## config.mk

```make
export PLATFORM = sky130hd
export DESIGN_NAME = scbeq_coef_bank
export DESIGN_NICKNAME = d
export VERILOG_FILES = /design/src/rtl/stereo_cascaded_biquad_eq_macros.svh /design/src/rtl/scbeq_pkg.sv /design/src/rtl/scbeq_coef_bank.sv
export SDC_FILE = /design/constraint.sdc
export NUM_CORES = 1
export LEC_CHECK = 0
export BUFFER_PORTS_ARGS = -buffer_cell sky130_fd_sc_hd__buf_4
export CORE_AREA = 2 2 254 318
export CTS_CLUSTER_SIZE = 8
export DETAILED_ROUTE_END_ITERATION = 10
export DIE_AREA = 0 0 256 320
export PLACE_DENSITY = 0.83
export SYNTH_ARGS = -nofsm -noshare
export SYNTH_HDL_FRONTEND = slang
export SYNTH_SLANG_ARGS = --single-unit
```

## constraint.sdc

```tcl
create_clock -name clock -period 3.4 [get_ports clock]
set_input_delay 0.17 -clock clock [delete_from_list [all_inputs] [get_ports clock]]
set_output_delay 0.17 -clock clock [all_outputs]
set_load 0.01 [all_outputs]
```

## src/rtl/stereo_cascaded_biquad_eq_macros.svh

```systemverilog
`ifndef STEREO_CASCADED_BIQUAD_EQ_MACROS_SVH
`define STEREO_CASCADED_BIQUAD_EQ_MACROS_SVH

// Same-cycle implication check.
`define SCBEQ_ASSERT_NOW(label, clk, rst, ante, cons) \
   label: assert property (@(posedge clk) disable iff (rst) (ante) |-> (cons)) \
      else $error("scbeq: same-cycle check failed");

// Next-cycle implication check.
`define SCBEQ_ASSERT_NEXT(label, clk, rst, ante, cons) \
   label: assert property (@(posedge clk) disable iff (rst) (ante) |=> (cons)) \
      else $error("scbeq: next-cycle check failed");

`endif

```

## src/rtl/scbeq_pkg.sv

```systemverilog
package scbeq_pkg;

   localparam int IO_WIDTH         = 24;
   localparam int COEF_WIDTH       = 28;
   localparam int SLOT_COUNT       = 5;
   localparam int BAND_FIELD_WIDTH = 3;
   localparam int SLOT_FIELD_WIDTH = 3;

   localparam logic OP_COEF_WRITE = 1'b0;
   localparam logic OP_SAMPLE     = 1'b1;

   localparam logic [SLOT_FIELD_WIDTH-1:0] SLOT_B0 = 3'd0;
   localparam logic [SLOT_FIELD_WIDTH-1:0] SLOT_B1 = 3'd1;
   localparam logic [SLOT_FIELD_WIDTH-1:0] SLOT_B2 = 3'd2;
   localparam logic [SLOT_FIELD_WIDTH-1:0] SLOT_A1 = 3'd3;
   localparam logic [SLOT_FIELD_WIDTH-1:0] SLOT_A2 = 3'd4;

   typedef struct packed {
      logic signed [COEF_WIDTH-1:0] b0;
      logic signed [COEF_WIDTH-1:0] b1;
      logic signed [COEF_WIDTH-1:0] b2;
      logic signed [COEF_WIDTH-1:0] a1;
      logic signed [COEF_WIDTH-1:0] a2;
   } coef_row_type;

   typedef struct packed {
      logic load;
      logic mul;
      logic acc;
   } lane_ctrl_type;

endpackage

```

## src/rtl/scbeq_coef_bank.sv

```systemverilog
module scbeq_coef_bank #(
   parameter int BAND_COUNT = 7,
   parameter int COEF_FRACTION_BITS = 24,
   localparam int BAND_W = (BAND_COUNT > 1) ? $clog2(BAND_COUNT) : 1
) (
   input  logic                                              clock,
   input  logic                                              reset,
   input  logic                                              wr_en,
   input  logic [scbeq_pkg::BAND_FIELD_WIDTH-1:0]            wr_band,
   input  logic [scbeq_pkg::SLOT_FIELD_WIDTH-1:0]            wr_slot,
   input  logic signed [scbeq_pkg::COEF_WIDTH-1:0]           wr_value,
   input  logic [BAND_W-1:0]                                 rd_band,
   output scbeq_pkg::coef_row_type                           rd_row
);
   import scbeq_pkg::*;

   // Unity gain saturates when the fraction leaves no room for the integer bit.
   localparam logic signed [COEF_WIDTH-1:0] UNITY =
      (COEF_FRACTION_BITS >= COEF_WIDTH - 1) ? {1'b0, {(COEF_WIDTH-1){1'b1}}}
                                            : COEF_WIDTH'(64'd1 << COEF_FRACTION_BITS);

   coef_row_type             row_ff [BAND_COUNT];
   logic                     wr_hit;
   logic [BAND_W-1:0]        wr_idx;

   assign wr_hit = wr_en && (int'(wr_band) < BAND_COUNT);
   assign wr_idx = BAND_W'(wr_band);
   assign rd_row = row_ff[rd_band];

   always_ff @(posedge clock) begin
      if (reset) begin
         for (int b = 0; b < BAND_COUNT; b++) begin
            row_ff[b] <= '{b0: UNITY, default: '0};
         end
      end else if (wr_hit) begin
         unique case (wr_slot)
            SLOT_B0: row_ff[wr_idx].b0 <= wr_value;
            SLOT_B1: row_ff[wr_idx].b1 <= wr_value;
            SLOT_B2: row_ff[wr_idx].b2 <= wr_value;
            SLOT_A1: row_ff[wr_idx].a1 <= wr_value;
            SLOT_A2: row_ff[wr_idx].a2 <= wr_value;
            default: ;
         endcase
      end
   end

endmodule

```

Word level (Yosys, flattened, before mapping)
Memory sizes are Yosys's and may differ from the RTL's.
Cells that the tools add are included.
Storage, ports and cells
  register bits after elaboration: 0
  memories kept: 1
  logic and storage cells: 34
  output and inout port bits: 140
  RAM bits: 980
  input bits: 40
Memory list
  row_ff: words 7, bits a word 140, rd ports 1, clocked after memory_dff 0, wr ports 7, RTL line scbeq_coef_bank.sv:22  | coef_row_type row_ff [BAND_COUNT];
Cells by class
  reductions and logical operators: 3
  muxes and demuxes: 25
  equal/unequal tests: 4
  magnitude comparators: 1
Operator list (count)
  2-to-1 mux 140 bit: 1
  OR reduction 140 bit: 1
  2-to-1 mux 1 bit: 22
  == test 3 x 2 -> 1 bit (second input constant): 2
  2-to-1 mux 5 bit: 1
  == test 3 x 1 -> 1 bit (second input constant): 1
  == test 3 bit (second input constant): 1
  logical NOT 3 bit: 1
  < comparator 3 bit (second input constant): 1
  2-to-1 mux 3 bit: 1
  logical AND 1 bit: 1

Longest topological paths before layout
  depth after elaboration: 7
  mapped depth: 7

Least setup slack after synthesis
OpenSTA, ideal clock, no wires.
  kind: input to register
  start: in reset
  end: mem row_ff[5][100] (netlist name) (enable)
  stages on the path: 5
  setup time: 0.413 ns
  setup slack: 0.871 ns
  path buffers: 3
  required time: 2.987 ns
  data arrival time: 2.116 ns
  cell sequence: buf_2 -> clkbuf_1 -> clkbuf_1 -> a21oi_1 -> nor2_1
RTL lines
  from (decl): RTL line scbeq_coef_bank.sv:7  | input logic reset,
  to (decl): RTL line scbeq_coef_bank.sv:22

==> flow_metrics.tcl <==
set metrics [dict create \
    outcome "complete, no violations" \
    dieWidth_um 256 \
    antenna_found_initial 6 \
    clockRootBuffer "clkbuf_16" \
    track_usage_pct 34.6 \
    cellPowerDensity_mw_per_mm2 603 \
    tritoncts "yes" \
    swShare_pct 22.9 \
    wl_per_cell_um 32.0 \
    period_share_pct 70.9 \
    fin_ws_ps 990 \
    worst_pin_slew_ps 1100 \
    port_buffers 179 \
    gp_congestion 0.878 \
    core_mm2 0.0787 \
    grt_use_met3_pct 10.4 \
    clk_latency_ps 750 \
    mappedNetlistArea_mm2 0.0469 \
    leakage_nw 19.0 \
    fin_skew_ps 0 \
    reg.largest.list "row_ff x1120" \
    arrival_ps 2240 \
    worst-path-buf-inv 1 \
    design_area_mm2 0.0548 \
    cts.htree.levels 4 \
    clk_pin_slew_ps 50 \
    post-route-min-period_ps 2410 \
    regMostFlops "row_ff" \
    cp_slowest_cell "mux4_2" \
    grt_pass1_vias 30300 \
    grt_max_degree 65 \
    finalHoldViolCount 0 \
    grtUsageMet1_pct 41.1 \
    clock_path_buffers 3 \
    synth_cell_type_count 41 \
    grt_busiest_layer "met2" \
    post_cts_buffers 0 \
    fin_tns_setup_ps 0 \
    drt_iter0_markers 4405 \
    first_pass_iters 9 \
    largest_reg_flops 1120 \
    drcViolationCount 0 \
    power.internal_mw 25.5 \
    rsz0062_at_grt "false" \
    floorplan.initialDensity_pct 59.6 \
    max_cap_viol_count 0 \
    yosys_warnings 0 \
    area_growth_pct 16.8 \
    crit_fanout 1 \
    irDropWorstVdd_uv 538 \
    synth_area_per_cell_um2 16.2 \
    cp-end-kind "output pin" \
    p_switching_mw 7.57 \
    grtUsageMet2_pct 55.5 \
    drt-total-wl_um 141000 \
    drv_slew 0 \
    cts.sinks 1120 \
    pwr-share-clk_pct 43.9 \
    worst_path_largest_cell_delay_ps 540 \
    cts.repair.resized 0 \
    drive_above_1_share_pct 29.2 \
    drtAntennaViolNets 0 \
    post-dp-hpwl_um 81700 \
    die_h_um 320 \
    critPathRequiredTime_ps 3230 \
    timing.hold.ws_ps 36.6 \
    grt_pass1_wl_um 202000 \
    cts_buffers 158 \
    crit_type "flop to output pin" \
    syn_inst 2895 \
    slew_headroom_pct 26.4 \
    crit_family "multiplexers" \
    hold_class "input port to flop" \
    io_pins 180 \
    dieArea_mm2 0.0819 \
    cp-start-kind "flop" \
    power_frac_comb_pct 8.0 \
    ys_seq_area_share_pct 68.7 \
    num_vias 29400 \
    dp_slack_ps 905 \
    post_dp_cell_area_mm2 0.0502 \
    setup_violations 0 \
    path_cells "mux4_2 -> mux2_2 -> buf_4" \
    seq_power_share_pct 48.1 \
    viasPerCell 6.67 \
    num_rows 115 \
    grt-ovfl-total 0 \
    nets 3276 \
    synth-seq-cells 1120 \
    max_freq_mhz 415 \
    final_core_utilization_pct 69.7 \
]
routing by layer:
metal / up-vias / wire length, um
met4: 6 / 9990
met1: 14700 / 44000
met3: 600 / 19200
met5: - / 38
li1: 11400 / -
met2: 2705 / 67800
final cells by class:
class                      instances  area, um2
timing repair buffer             327       2840
clock buffer                     264       4350
clock inverter                    14        198
inverter                          28        105
antenna                            3       7.51
sequential                      1120      32200
fill                            4524      23900
multi-input combinational       1601      13800
tap                             1053       1320
worst paths after layout:
kind | start | to | slack, ps | cells past startpoint
min | wr_value[19] | row_ff[6][75]$_SDFFE_PP0P_ | 40 | 3
max | row_ff[0][101]$_SDFFCE_PN0P_ | rd_row[101] | 990 | 3
max reg2reg | row_ff[6][88]$_SDFFE_PP0P_ | row_ff[6][88]$_SDFFE_PP0P_ | 2640 | 2
min reg2reg | row_ff[6][26]$_SDFFE_PP0P_ | row_ff[6][26]$_SDFFE_PP0P_ | 460 | 1
cell usage in the layout (no fill, tap or decap), types with 2 or more instances in the layout:
cell	Yosys	final
or3_1	5	5
nand4_1	32	32
nor4bb_1	2	2
and2_1	2	2
buf_12	0	28
clkbuf_1	108	106
nand3_2	2	2
and4bb_1	2	2
nand2b_1	110	89
conb_1	1	140
dlygate4sd3_1	0	6
nor2_1	700	697
mux2i_1	84	84
inv_2	28	28
inv_6	0	4
nand2b_2	0	21
clkbuf_16	0	158
buf_4	10	290
clkinv_8	0	3
mux2_2	140	140
buf_8	0	2
edfxtp_1	980	980
o2bb2ai_1	55	55
nor2_4	0	3
mux4_2	280	280
nand3_1	22	22
a41o_2	0	2
a21oi_1	3	3
inv_16	0	2
nand2_4	3	3
diode_2	0	3
clkinv_2	0	2
dfxtp_1	140	140
clkinv_16	0	2
kinds of logic after synthesis:
family / Yosys count / share of synthesized area, %
buf+inv: 313 / 3.28
compound gates: 65 / 1.22
simple gates: 892 / 8.26
other cells: 1 / 0.00799
flops: 1120 / 68.7
mux: 504 / 18.6
power groups by stage:
stage / combinational [mW] / sequential, mW / clock (mW)
2_1_floorplan: 1.48 / 16.0 / 0
3_3_place_gp: 2.53 / 16.1 / 0
3_5_place_dp: 2.57 / 16.1 / 0
4_1_cts: 2.61 / 15.9 / 14.5
5_1_grt: 2.72 / 15.9 / 15.1
6_report: 2.65 / 15.9 / 14.5
timing repair:
item                                    CTS  global route
endpoints found under the hold margin    17             0
hold buffers                              6             0
endpoints found under the setup margin    0             0
cell usage after synthesis, drive strengths merged:
master   instances  area (um2)
edfxtp         980       29400
nor2           700        2630
mux4           280        6310
buf            177        1030
dfxtp          140        2800
mux2           140        1580
nand2b         110         688
clkbuf         108         405
mux2i           84         841
o2bb2ai         55         482
nand4           32         200
inv             28         105
nand3           24         130
or3              5        31.3
a21oi            4        23.8
nand2            4        40.0
a41o             2        20.0
and2             2        12.5
and4bb           2        25.0
nor2b            2        12.5
nor3b            2        20.0
nor4bb           2        20.0
a21o             1        7.51
a31oi            1        21.3
and2b            1        7.51
and3             1        6.26
and4             1        8.76
and4b            1        10.0
conb             1        3.75
nand3b           1        7.51
nor3             1        5.00
nor4b            1        23.8
o21ai            1        8.76
o32a             1        10.0
stage by stage:
stage,total power [mW],cells
global route,33.7,4407
finish,33.1,4410
floorplan,17.5,3034
global placement,18.6,4123
detailed placement,18.7,4123
CTS,33.0,4407
worst register-to-register path, stage by stage (launching register included):
cell and delay, ps:
dfxtp_1 360, nand2b_1 80, mux2i_1 220
No activity file was read; power rests on OpenSTA's default activity.
